<file path="src/design/tas_pkg.sv">
// ----------------------------------------------------------------------------
// Tile animation sequencer package
// Shared constants, types and the per-slot record for the slot ring.
// ----------------------------------------------------------------------------
package tas_pkg;

  localparam int unsigned SLOT_COUNT = 16;
  localparam int unsigned SLOT_W     = 4;
  localparam logic [31:0] DISPLAY_BASE_RESET = 32'h0600_4000;

  typedef enum logic [2:0] {
    MODE_IDLE0    = 3'd0,
    MODE_LOOP     = 3'd1,
    MODE_IDLE2    = 3'd2,
    MODE_FWD_ONCE = 3'd3,
    MODE_PINGPONG = 3'd4,
    MODE_REV_ONCE = 3'd5,
    MODE_REV_LOOP = 3'd6,
    MODE_IDLE7    = 3'd7
  } mode_t;

  typedef struct packed {
    logic [2:0]  mode;
    logic [7:0]  delay;
    logic [6:0]  count;
    logic [7:0]  timer;
    logic [7:0]  frame;
    logic [31:0] tiles;
  } slot_rec_t;

  typedef enum logic [1:0] {
    ST_IDLE,
    ST_SWEEP,
    ST_HOLD
  } state_t;

  // Control from the sequencer to the ring: shift goes to every cell, advance and load pick the head record.
  typedef struct packed {
    logic shift;    // rotate the ring one place
    logic advance;  // the record leaving the head is stepped by its mode
    logic load;     // overwrite the head record with load data
  } ring_ctl_t;

endpackage

</file>
<file path="src/design/tile_animation_sequencer.sv">
// ----------------------------------------------------------------------------
// Tile animation sequencer
// Sixteen animation slots in a rotating ring of cells, issuing tile copies.
// ----------------------------------------------------------------------------
// The slot records live in a ring of sixteen cells. A load beat rotates the
// ring a full turn, rewriting the addressed slot as it passes the head and
// emitting one copy request; a tick beat rotates the ring a full turn,
// stepping each slot by its mode as it passes the head and emitting a copy
// request for each slot whose frame changed. The ring turns one place per
// cycle unless the output stalls; a tick that emits goes on to HOLD to
// release its last copy. Each copy request may wait in the output register,
// which stalls the rotation until it is taken. The last request caused by a
// beat carries out_tlast; a tick that changes no frame emits nothing. The user
// must write display_base through cfg_wr_en/cfg_wr_data only while the block
// is idle; the block does not enforce this. display_base resets to 0x06004000.
module tile_animation_sequencer (
  input  logic        clk,
  input  logic        rst_n,
  input  logic        cfg_wr_en,
  input  logic [31:0] cfg_wr_data,
  input  logic        in_tvalid,
  output logic        in_tready,
  // in_tdata from bit 0: slot[3:0], mode[6:4], frame_delay[14:7],
  // frame_count[21:15], tile_base[53:22], start_at_last[54], zero fill
  input  logic [55:0] in_tdata,
  // in_tuser: req_type
  input  logic        in_tuser,
  output logic        out_tvalid,
  input  logic        out_tready,
  // out_tdata from bit 0: copy_source[31:0], copy_destination[63:32],
  // copy_slot[67:64], zero fill
  output logic [71:0] out_tdata,
  output logic        out_tlast
);

  localparam int unsigned N = tas_pkg::SLOT_COUNT;

  logic [31:0] display_base_r;
  always_ff @(posedge clk) begin
    if (!rst_n) display_base_r <= tas_pkg::DISPLAY_BASE_RESET;
    else if (cfg_wr_en) display_base_r <= cfg_wr_data;
  end

  // Beat capture.
  logic        is_load_r;
  logic [3:0]  ld_slot_r;
  tas_pkg::slot_rec_t ld_rec_r;
  logic [3:0]  pos_r, pos_nxt;      // slot index at the head
  logic [4:0]  cnt_r, cnt_nxt;      // rotations done
  tas_pkg::state_t state_r, state_nxt;

  // Ring.
  tas_pkg::slot_rec_t ring [N];
  tas_pkg::slot_rec_t head_in;
  tas_pkg::slot_rec_t stepped;
  logic               changed;
  tas_pkg::ring_ctl_t ctl;

  tas_step u_step (.rec_in(ring[0]), .rec_out(stepped), .changed(changed));

  // The head record leaves cell 0 and re-enters at cell N-1.
  always_comb begin
    head_in = ring[0];
    if (ctl.advance) head_in = stepped;
    if (ctl.load)    head_in = ld_rec_r;
  end

  for (genvar g = 0; g < N; g++) begin : g_cell
    tas_cell u_cell (
      .clk(clk), .rst_n(rst_n), .shift(ctl.shift),
      .rec_in(g == N - 1 ? head_in : ring[(g + 1) % N]),
      .rec_out(ring[g])
    );
  end

  // Output register.
  logic        ov_r;
  logic [31:0] osrc_r, osrc_nxt, odst_r, odst_nxt;
  logic [3:0]  oslot_r, oslot_nxt;
  logic        olast_r;
  logic        emit;
  logic [7:0]  afr;
  logic [31:0] src_calc;

  // A tick copy waits in a one-deep stage until the next copy or the end of
  // the turn tells whether it was the last one.
  logic        hv_r;
  logic [31:0] hsrc_r, hdst_r;
  logic [3:0]  hslot_r;

  wire out_free = !ov_r || out_tready;
  wire last_turn = (cnt_r == 5'(N - 1));

  always_comb begin
    afr = ctl.load ? ld_rec_r.frame
                   : (stepped.frame[7] ? 8'd0 - stepped.frame : stepped.frame);
    src_calc = (ctl.load ? ld_rec_r.tiles : stepped.tiles)
               + {{17{afr[7]}}, afr, 7'd0};
  end

  // Next state. A tick turn that leaves a copy in the holding stage goes on
  // to HOLD to release it as the last one.
  always_comb begin
    state_nxt = state_r;
    unique case (state_r)
      tas_pkg::ST_IDLE:  if (in_tvalid) state_nxt = tas_pkg::ST_SWEEP;
      tas_pkg::ST_SWEEP: if (out_free && last_turn)
                           state_nxt = hv_r || (emit && !is_load_r)
                                       ? tas_pkg::ST_HOLD : tas_pkg::ST_IDLE;
      tas_pkg::ST_HOLD:  if (out_free) state_nxt = tas_pkg::ST_IDLE;
      default:           state_nxt = tas_pkg::ST_IDLE;
    endcase
  end

  // Outputs and datapath control.
  always_comb begin
    ctl       = '0;
    in_tready = (state_r == tas_pkg::ST_IDLE);
    cnt_nxt   = cnt_r;
    pos_nxt   = pos_r;
    emit      = 1'b0;
    osrc_nxt  = osrc_r;
    odst_nxt  = odst_r;
    oslot_nxt = oslot_r;
    unique case (state_r)
      tas_pkg::ST_IDLE: begin
        cnt_nxt = '0;
        pos_nxt = '0;
      end
      tas_pkg::ST_SWEEP: begin
        if (out_free) begin
          ctl.shift = 1'b1;
          if (is_load_r) begin
            ctl.load = (pos_r == ld_slot_r);
            emit     = ctl.load;
          end else begin
            ctl.advance = 1'b1;
            emit        = changed;
          end
          cnt_nxt = cnt_r + 5'd1;
          pos_nxt = pos_r + 4'd1;
        end
      end
      default: ;
    endcase
    if (emit) begin
      osrc_nxt  = src_calc;
      odst_nxt  = display_base_r + {21'd0, pos_r, 7'd0};
      oslot_nxt = pos_r;
    end
  end

  always_ff @(posedge clk) begin
    if (!rst_n) begin
      state_r <= tas_pkg::ST_IDLE;
      cnt_r   <= '0;
      pos_r   <= '0;
      hv_r    <= 1'b0;
      ov_r    <= 1'b0;
    end else begin
      state_r <= state_nxt;
      cnt_r   <= cnt_nxt;
      pos_r   <= pos_nxt;
      if (state_r == tas_pkg::ST_IDLE) begin
        hv_r <= 1'b0;
        ov_r <= ov_r && !out_tready;
      end else if (emit && !is_load_r) begin
        // Release the held copy as not last, hold the new one.
        ov_r    <= hv_r || (ov_r && !out_tready);
        hv_r    <= 1'b1;
        hsrc_r  <= osrc_nxt;
        hdst_r  <= odst_nxt;
        hslot_r <= oslot_nxt;
        if (hv_r) begin
          osrc_r  <= hsrc_r;
          odst_r  <= hdst_r;
          oslot_r <= hslot_r;
          olast_r <= 1'b0;
        end
      end else if (emit) begin
        ov_r    <= 1'b1;
        osrc_r  <= osrc_nxt;
        odst_r  <= odst_nxt;
        oslot_r <= oslot_nxt;
        olast_r <= 1'b1;
      end else if (state_r == tas_pkg::ST_HOLD && out_free && hv_r) begin
        ov_r    <= 1'b1;
        osrc_r  <= hsrc_r;
        odst_r  <= hdst_r;
        oslot_r <= hslot_r;
        olast_r <= 1'b1;
        hv_r    <= 1'b0;
      end else begin
        ov_r <= ov_r && !out_tready;
      end
    end
  end

  always_ff @(posedge clk) begin
    if (in_tvalid && in_tready) begin
      is_load_r         <= in_tuser;
      ld_slot_r         <= in_tdata[3:0];
      ld_rec_r.mode     <= in_tdata[6:4];
      ld_rec_r.delay    <= in_tdata[14:7];
      ld_rec_r.count    <= in_tdata[21:15];
      ld_rec_r.timer    <= 8'd0;
      ld_rec_r.frame    <= in_tdata[54] ? {1'b0, in_tdata[21:15]} - 8'd1 : 8'd0;
      ld_rec_r.tiles    <= in_tdata[53:22];
    end
  end

  // A tick sweep that emitted ends in HOLD so the held copy goes out last; a
  // load never holds anything and returns to IDLE straight from the sweep.
  assign out_tvalid = ov_r;
  assign out_tdata  = {4'd0, oslot_r, odst_r, osrc_r};
  assign out_tlast  = olast_r;

endmodule

</file>
<file path="src/design/tas_cell.sv">
// ----------------------------------------------------------------------------
// Tile animation slot cell
// Holds one slot record and passes it to its neighbor when the ring rotates.
// ----------------------------------------------------------------------------
module tas_cell (
  input  logic              clk,
  input  logic              rst_n,
  input  logic              shift,
  input  tas_pkg::slot_rec_t rec_in,
  output tas_pkg::slot_rec_t rec_out
);

  tas_pkg::slot_rec_t rec_r;

  always_ff @(posedge clk) begin
    if (!rst_n) begin
      rec_r <= '0;
    end else if (shift) begin
      rec_r <= rec_in;
    end
  end

  assign rec_out = rec_r;

endmodule

</file>
<file path="src/design/tas_step.sv">
// ----------------------------------------------------------------------------
// Tile animation slot stepper
// Advances one slot record by its playback mode for one tick.
// ----------------------------------------------------------------------------
module tas_step (
  input  tas_pkg::slot_rec_t rec_in,
  output tas_pkg::slot_rec_t rec_out,
  output logic               changed
);

  logic [7:0] last;
  logic [7:0] cnt8;
  logic [7:0] tinc;
  logic       hit;
  logic [7:0] fnext;
  logic       step;

  always_comb begin
    cnt8  = {1'b0, rec_in.count};
    last  = cnt8 - 8'd1;
    tinc  = rec_in.timer + 8'd1;
    hit   = (tinc == rec_in.delay);
    fnext = rec_in.frame;
    step  = 1'b0;
    unique case (tas_pkg::mode_t'(rec_in.mode))
      tas_pkg::MODE_LOOP: begin
        step  = 1'b1;
        fnext = rec_in.frame + 8'd1;
        if (fnext == cnt8) fnext = 8'd0;
      end
      tas_pkg::MODE_FWD_ONCE: begin
        step  = (rec_in.frame != last);
        fnext = rec_in.frame + 8'd1;
      end
      tas_pkg::MODE_PINGPONG: begin
        step  = 1'b1;
        fnext = rec_in.frame + 8'd1;
        if (fnext == cnt8) fnext = 8'd2 - fnext;
      end
      tas_pkg::MODE_REV_ONCE: begin
        step  = (rec_in.frame != 8'd0);
        fnext = rec_in.frame - 8'd1;
      end
      tas_pkg::MODE_REV_LOOP: begin
        step  = 1'b1;
        fnext = rec_in.frame - 8'd1;
        if (fnext[7]) fnext = last;
      end
      default: begin
        step = 1'b0;
      end
    endcase

    rec_out = rec_in;
    changed = 1'b0;
    if (step) begin
      rec_out.timer = hit ? 8'd0 : tinc;
      if (hit) begin
        rec_out.frame = fnext;
        changed       = 1'b1;
      end
    end
  end

endmodule
</file>
<file path="config.mk">
export PLATFORM = sky130hd
export DESIGN_NAME = tile_animation_sequencer
export DESIGN_NICKNAME = d
export VERILOG_FILES = /design/src/design/tas_pkg.sv /design/src/design/tile_animation_sequencer.sv /design/src/design/tas_cell.sv /design/src/design/tas_step.sv
export SDC_FILE = /design/constraint.sdc
export NUM_CORES = 2
export LEC_CHECK = 0
export BUFFER_PORTS_ARGS = -buffer_cell sky130_fd_sc_hd__buf_2
export CORE_AREA = 3 3 300 302
export DETAILED_ROUTE_END_ITERATION = 6
export DIE_AREA = 0 0 303 305
export PLACE_DENSITY = 0.75
export SLEW_MARGIN = 20
export SYNTH_ARGS = -nofsm -noshare
export SYNTH_HDL_FRONTEND = slang
export SYNTH_SLANG_ARGS = --single-unit
</file>
<file path="constraint.sdc">
create_clock -name clk -period 8.9 [get_ports clk]
set_input_delay 0.89 -clock clk [delete_from_list [all_inputs] [get_ports clk]]
set_output_delay 0.89 -clock clk [all_outputs]
set_load 0.03 [all_outputs]
</file>
After elaboration in Yosys (flattened, before gate mapping)
Index checks and enable logic that the tools add are counted.
{"block": "classes", "n_eq_ne": 18, "n_mux": 57, "reduce_logical": 24, "bitwise": 2, "addsub": 11}
{"cell": "32-bit two-way mux", "count": 11}
{"cell": "66-bit two-way mux", "count": 1}
{"cell": "8-bit two-way mux", "count": 7}
{"cell": "48-bit two-way mux", "count": 1}
{"cell": "8-bit case mux with 5 select lines", "count": 1}
{"cell": "32-bit by 11-bit adder with 32-bit output", "count": 1}
{"cell": "32-bit adder", "count": 1}
{"cell": "4-bit two-way mux", "count": 6}
{"cell": "1-bit two-way mux", "count": 18}
{"cell": "8-bit by 1-bit adder with 8-bit output, second input constant", "count": 2}
{"cell": "16-bit two-way mux", "count": 1}
{"cell": "7-bit by 1-bit subtractor with 8-bit output, second input constant", "count": 2}
{"cell": "2-bit != test, second input constant", "count": 5}
{"cell": "5-bit case mux with 2 select lines", "count": 1}
{"cell": "3-bit equality test, second input constant", "count": 3}
{"cell": "8-bit by 7-bit equality test with 1-bit output", "count": 1}
{"cell": "8-bit equality test", "count": 1}
{"cell": "2-bit two-way mux", "count": 4}
{"cell": "8-bit != test", "count": 1}
{"cell": "4-bit case mux with 2 select lines", "count": 1}
{"cell": "8-bit nonzero test", "count": 1}
{"cell": "1-bit by 8-bit subtractor with 8-bit output, first input constant", "count": 1}
{"cell": "2-bit by 8-bit subtractor with 8-bit output, first input constant", "count": 1}
{"cell": "8-bit by 1-bit subtractor with 8-bit output, second input constant", "count": 1}
{"cell": "other kinds (25)", "count": 39}
{"block": "totals", "output_inout_bits": 75, "wordCells": 228, "input_bits": 94, "reg_bits": 1301}

Depth between registers and ports, before layout
{"block": "logic_depth", "word_depth": 13, "ltp_mapped": 30, "depth_no_buf": 26}

Modules after synthesis
From an unflattened synthesis, not the netlist that was laid out.
{"block": "hier_totals", "cells_unflattened": 5134, "area_unflattened_um2": 56382.8}
{"mod": "tas_cell", "area_each_um2": 2544.9, "n_inst": 16, "cells_per_inst": 213}
{"mod": "tile_animation_sequencer", "area_each_um2": 13375.3, "n_inst": 1, "cells_per_inst": 1394}
{"mod": "tas_step", "area_each_um2": 2288.4, "n_inst": 1, "cells_per_inst": 332}

Least setup slack after synthesis
No wires, ideal clock.
{"block": "synth_timing", "path_type": "reg2reg", "from": "register g_cell[0].u_cell.rec_r (netlist bit g_cell[0].u_cell.rec_out[32])", "to": "register odst_r[0] (enable)", "path_stages_with_launch": 16, "required_time_ns": 8.381, "slack_ns": 2.115, "period_less_slack_ns": 6.785, "n_path_buf": 3, "t_arrival_ns": 6.266, "path_cell_list": "dfxtp_1 > buf_2 > buf_1 > inv_1 > ha_1 > nor3b_1 > a41o_1 > nand2_1 > o21ai_0 > a2111o_1 > or2_1 > and2_1 > nor2_4 > nand2_1 > clkbuf_1 > a21oi_1"}
{"block": "synth_via", "elab_chain_cells": 9, "elab_cells_between_ends": 11, "cone_classes": "2 x eq/ne; 5 x mux; 4 x reduce/logical"}
{"element": "start: declaration", "line_no": "tas_cell.sv:13", "text": "tas_pkg::slot_rec_t rec_r;"}
{"element": "start signal: assignment", "line_no": "tas_cell.sv:19", "text": "rec_r <= rec_in;"}
{"element": "8-bit != test / 8-bit nonzero test (equally long branches)", "line_no": "tas_step.sv:32, tas_step.sv:41"}
{"element": "1-bit case mux with 3 select lines (*)", "line_no": "tas_step.sv:25", "text": "unique case (tas_pkg::mode_t'(rec_in.mode))"}
{"element": "1-bit two-way mux (*)", "line_no": "tas_step.sv:56", "text": "if (step) begin"}
{"element": "1-bit two-way mux (*)", "line_no": "tile_animation_sequencer.sv:133", "text": "if (is_load_r) begin"}
{"element": "1-bit two-way mux (*)", "line_no": "tile_animation_sequencer.sv:131", "text": "if (out_free) begin"}
{"element": "1-bit two-way mux (*)", "line_no": "tile_animation_sequencer.sv:125", "text": "unique case (state_r)"}
{"element": "1-bit logical AND", "line_no": "tile_animation_sequencer.sv:167", "text": "end else if (emit && !is_load_r) begin"}
{"element": "2-bit != test (no source line) / 3-bit nonzero test (equally long branches)"}
{"element": "4-bit AND reduction (no source line) (*)"}
{"element": "end signal: assignment", "line_no": "tile_animation_sequencer.sv:176", "text": "odst_r <= hdst_r;"}
{"element": "end signal: assignment", "line_no": "tile_animation_sequencer.sv:183", "text": "odst_r <= odst_nxt;"}
{"element": "end signal: assignment", "line_no": "tile_animation_sequencer.sv:189", "text": "odst_r <= hdst_r;"}
{"element": "end: declaration", "line_no": "tile_animation_sequencer.sv:78", "text": "logic [31:0] osrc_r, osrc_nxt, odst_r, odst_nxt;"}
Mark *: on every way between the ends. The rest lies on a longest branch, timed or not.
A chain may end at the register's enable or synchronous reset.

Worst setup path in the final report
{"block": "layout_timing", "from": "register g_cell[0].u_cell.rec_r (netlist bit g_cell[0].u_cell.rec_out[33])", "to": "register hsrc_r[30], data pin"}
{"block": "layout_via", "elab_chain_cells": 11, "elab_cells_between_ends": 22, "cone_classes": "5 x add/sub; 2 x eq/ne; 14 x mux; 1 x reduce/logical"}
{"element": "8-bit by 1-bit adder with 8-bit output", "line_no": "tas_step.sv:28, tas_step.sv:33, tas_step.sv:37"}
{"element": "2-bit by 8-bit subtractor with 8-bit output / 8-bit by 7-bit equality test with 1-bit output (equally long branches)", "line_no": "tas_step.sv:38, tas_step.sv:29"}
{"element": "8-bit two-way mux (on tied branches)", "line_no": "tas_step.sv:38, tas_step.sv:29"}
{"element": "8-bit case mux with 5 select lines", "line_no": "tas_step.sv:25"}
{"element": "8-bit two-way mux", "line_no": "tas_step.sv:58", "text": "if (hit) begin"}
{"element": "16-bit two-way mux", "line_no": "tas_step.sv:56"}
{"element": "1-bit by 8-bit subtractor with 8-bit output", "line_no": "tile_animation_sequencer.sv:96", "text": ": (stepped.frame[7] ? 8'd0 - stepped.frame : stepped.frame);"}
{"element": "8-bit two-way mux", "line_no": "tile_animation_sequencer.sv:96"}
{"element": "8-bit two-way mux", "line_no": "tile_animation_sequencer.sv:95", "text": "afr = ctl.load ? ld_rec_r.frame"}
{"element": "32-bit adder", "line_no": "tile_animation_sequencer.sv:98", "text": "+ {{17{afr[7]}}, afr, 7'd0};"}
{"element": "32-bit two-way mux (*)", "line_no": "tile_animation_sequencer.sv:146", "text": "if (emit) begin"}
{"element": "named net osrc_nxt[30]", "line_no": "tile_animation_sequencer.sv:78"}
{"element": "end signal: assignment", "line_no": "tile_animation_sequencer.sv:171", "text": "hsrc_r <= osrc_nxt;"}
{"element": "end: declaration", "line_no": "tile_animation_sequencer.sv:88", "text": "logic [31:0] hsrc_r, hdst_r;"}
The timed path passes the listed nets; every way through them passes the cells marked *.

==> results.md <==
* Area growth, synth to finish at 10.4%
* Total grt overflow at 0
* Worst R2R Start: g_cell[0].u_cell.rec_out[33]
* CTS Root Cell: clkbuf_16
* Netlist cell types at 83
* WL final at 107 mm
* DR WL met2 at 46.7 mm
* Minimum clock period at 7160 ps
* Most used DFF post-synth: dfxtp_1
* Nets@finish at 6008
* Hold path cells at 1
* Wl on met1 at 52.4 mm
* Setup_tns at 0 ps
* I/O pin count at 169
* Post-DR vias/cell at 5.32
* CTS hold repair buffers at 0
* Post-synth EDFFs at 200
* Initial core utilization at 59.5%
* Die H at 305 um
* Chip Width at 303 um
* HPWL after DPL at 63.0 mm
* Setup Skew at 35.2 ps
* Slew Viols, Final at 0
* WP data required at 9330 ps
* CP peak stage delay at 690 ps
* Synthesized cell area at 52300 um^2
* Fmax at 0.140 GHz
* Hold slack at 336 ps
* Crit-path slowest cell: nor4_4
* Vias post-DR at 38000
* Initial antenna violation count at 7
* Yosys reg bits at 1301
* Worst-Margin Slew at 1060 ps
* Lkg Pwr at 0.0201 uW
* Buf+Inv Stages, Crit Path at 1
* Maxcap violations at 0
* Inst Count DP at 6899
* DR DRC count at 0
* R2r setup slk at 1740 ps
* WP depth at 23
* Unrepaired setup endpoints after global routing: false
* CP Class: reg -> reg
* Pin count of the biggest net entering global routing at 326
* Synth Warn # at 0
* Initial DRT Pass Iterations at 5
* Post-route cell area at 57800 um^2
* Peak VDD IR at 0.235 mV
* Hold WC Path Type: in -> reg
* CTS max path bufs at 3
* Cells along the critical path: inv_1 -> ha_1 -> xor2_1 -> a221oi_2 -> nand4_2 -> nor4_4 -> a31oi_1 -> or2_2 -> o21ai_0 -> ha_1 -> a41oi_1 -> xor2_1 -> o21ai_0 -> ha_1 -> nor3_1 -> a21boi_0 -> o31ai_1 -> a41oi_1 -> a211oi_1 -> a21oi_1 -> o21ai_0 -> xnor2_1 -> o21ai_0
* Antenna Nets Post-Route at 0
* IO buf count at 163
* Delay-heaviest family, CP: compound AO/OA/AOI/OAI gates
* Worst Path Max Fanout at 10
* Placed Area at 53400 um^2
* Clk pin slew, worst setup/hold paths at 60 ps
* Num rows at 109
* Power per cell area at 207 nW/um^2
* Hold violation count in the final report at 0
* Routed wire length per instance at 15.0 um
* Share of layout cells above drive strength 1 at 7.28%
* Iter 0 DRT Violations at 3496
* Crit. End Element: register
* Max Used Layer: met5
* Vias in the first global route at 34600
* # Post-CTS Setup Buffers at 0
* Sequential fraction of the synthesis area at 53.6%
* Fin util at 65.7%
* Status: complete, no violations
* Synthesized area per cell at 8.77 um^2
* Post-Synthesis Cells at 5966
* Critical Path Source Type: register
* DR WL met3 at 5.37 mm
* CTS tree: built
* Worst Path Arrival at 7600 ps
* First-pass GRT wire length at 175 mm
* R2R cell count at 23
* Worst hold path startpoint: in_tdata[40]
* Clock latency on the worst-skew pair at 740 ps
* CTS H-tree lvls at 4
* Ys async rst share at 0%
* Post-cts resize count at 0
* Final Wtd Congestion at 0.828
* Core region area at 88000 um^2
* Relative slew slack at 29.5%
* CP startpoint: g_cell[0].u_cell.rec_out[33]
* Die area at 92400 um^2
* Top cell by count, worst path: o21ai_0
* # setup viols final at 0
* Final period utilization at 80.5%
* GRT Total Usage at 22.7%
* Total CTS buffers at 131
* Sink Count at 1301
* Finished Layout Cells at 7142
[worst register-to-register path, stage by stage (launching register included)]
cell and delay [ps]:
dfxtp_1 610, inv_1 180, ha_1 420, xor2_1 180, a221oi_2 210, nand4_2 160
nor4_4 690, a31oi_1 240, or2_2 330, o21ai_0 290, ha_1 260, a41oi_1 140
xor2_1 170, o21ai_0 430, ha_1 320, nor3_1 90, a21boi_0 140, o31ai_1 510
a41oi_1 250, a211oi_1 550, a21oi_1 190, o21ai_0 260, xnor2_1 170, o21ai_0 100
[kinds of logic after synthesis]
| family | synth area share, % |
|---|---|
| adder cells (fa/ha/maj) | 1.10 |
| buffers and inverters | 3.40 |
| multiplexers | 1.46 |
| XOR/XNOR | 1.87 |
| AND/OR/NAND/NOR | 20.0 |
| other | 0.00716 |
| AO/OA/AOI/OAI | 18.6 |
| flip-flops | 53.6 |
[final timing paths]
path / endpoint
worst max-delay path: hsrc_r[30]
worst min register to register: g_cell[7].u_cell.rec_out[7]
worst min-delay path: ld_rec_r[18]
worst max register to register: hsrc_r[30]
[flip-flops by register name, summed over array words and instances (netlist names), 2 cells and up]
name                   count
oslot_r                    4
cnt_r                      5
ld_rec_r                  58
ld_slot_r                  4
osrc_r                    32
hslot_r                    4
display_base_r            32
pos_r                      4
hsrc_r                    32
odst_r                    32
state_r                    2
hdst_r                    32
g_cell.u_cell.rec_out   1056
[layer usage]
metal | global-route usage, % | vias to the layer above
li1 | - | 19400
met1 | 33.5 | 17800
met2 | 34.0 | 697
met3 | 3.93 | 151
met4 | 6.77 | 4
met5 | 0 | -
[through the flow]
stage               power, uW  worst slack [ps]
CTS                     12100              1750
global route            12400              1090
floorplan                6500              2120
finish                  12000              1740
detailed placement       6610              1780
global placement         6610              1840
[cell usage after synthesis, types with 4 or more instances]
cell type  number  area (um^2)
a22oi_1         8         60.1
a21o_1         12         90.1
and2_1         21          131
a21boi_0     1018         7640
o21ai_0       131          656
a211oi_1        5         37.5
or4_1           4         30.0
o22ai_1         9         56.3
nand4_1        10         62.6
ha_1           43          538
mux2i_1        72          721
nor2b_1        52          325
a31oi_1         9         56.3
buf_4           4         30.0
nor2_1         58          218
o31ai_1         8         60.1
a22o_1          8         70.1
o211a_1        34          340
nand3_1        29          145
nor3b_1         4         30.0
o211ai_1       12         90.1
nand2_1      2380         8930
xnor2_1        52          455
xor2_1         54          473
buf_1          14         52.6
inv_1          25         93.8
a21oi_1        37          185
nor3_1         13         65.1
or2_2           7         43.8
nor4_1          9         56.3
and3_1         10         62.6
edfxtp_1      200         6010
o21a_1          5         37.5
buf_2          13         65.1
clkbuf_1      402         1510
nand2b_1       16          100
dfxtp_1      1101        22000
or3_1           8         50.1
[layout make-up]
type / count / area (um^2)
diodes: 5 / 12.5
clock buffers: 201 / 3910
clock inverters: 35 / 480
fillers: 7163 / 30200
inverters: 25 / 93.8
multi-input cells: 4207 / 22600
flip-flops and latches: 1301 / 28000
well taps: 1165 / 1460
repair buffers: 203 / 1210
[cell usage in the layout (no fill, tap or decap), types with 13 or more instances in the layout]
cell type / Yosys / final
a21boi_0: 1018 / 1018
xnor2_1: 52 / 52
mux2i_1: 72 / 72
dfxtp_1: 1101 / 1101
nor2_1: 58 / 55
o211a_1: 34 / 34
and2_1: 21 / 20
nor3_1: 13 / 13
buf_2: 13 / 162
nor2b_1: 52 / 52
a21oi_1: 37 / 36
clkbuf_16: 0 / 131
clkbuf_1: 402 / 33
xor2_1: 54 / 54
inv_1: 25 / 25
ha_1: 43 / 43
edfxtp_1: 200 / 200
clkbuf_8: 0 / 37
buf_4: 4 / 34
nand2b_1: 16 / 14
o21ai_0: 131 / 131
nand3_1: 29 / 29
nand2_1: 2380 / 2379
[power by group]
group	switching (uW)	leakage [uW]	total, uW	internal [uW]
Combinational	325	0.00721	453	128
Clock	2290	0.00215	5500	3210
Sequential	31.7	0.0107	6040	6000
Total	2650	0.0201	12000	9340
No activity file was read; power rests on OpenSTA's default activity.
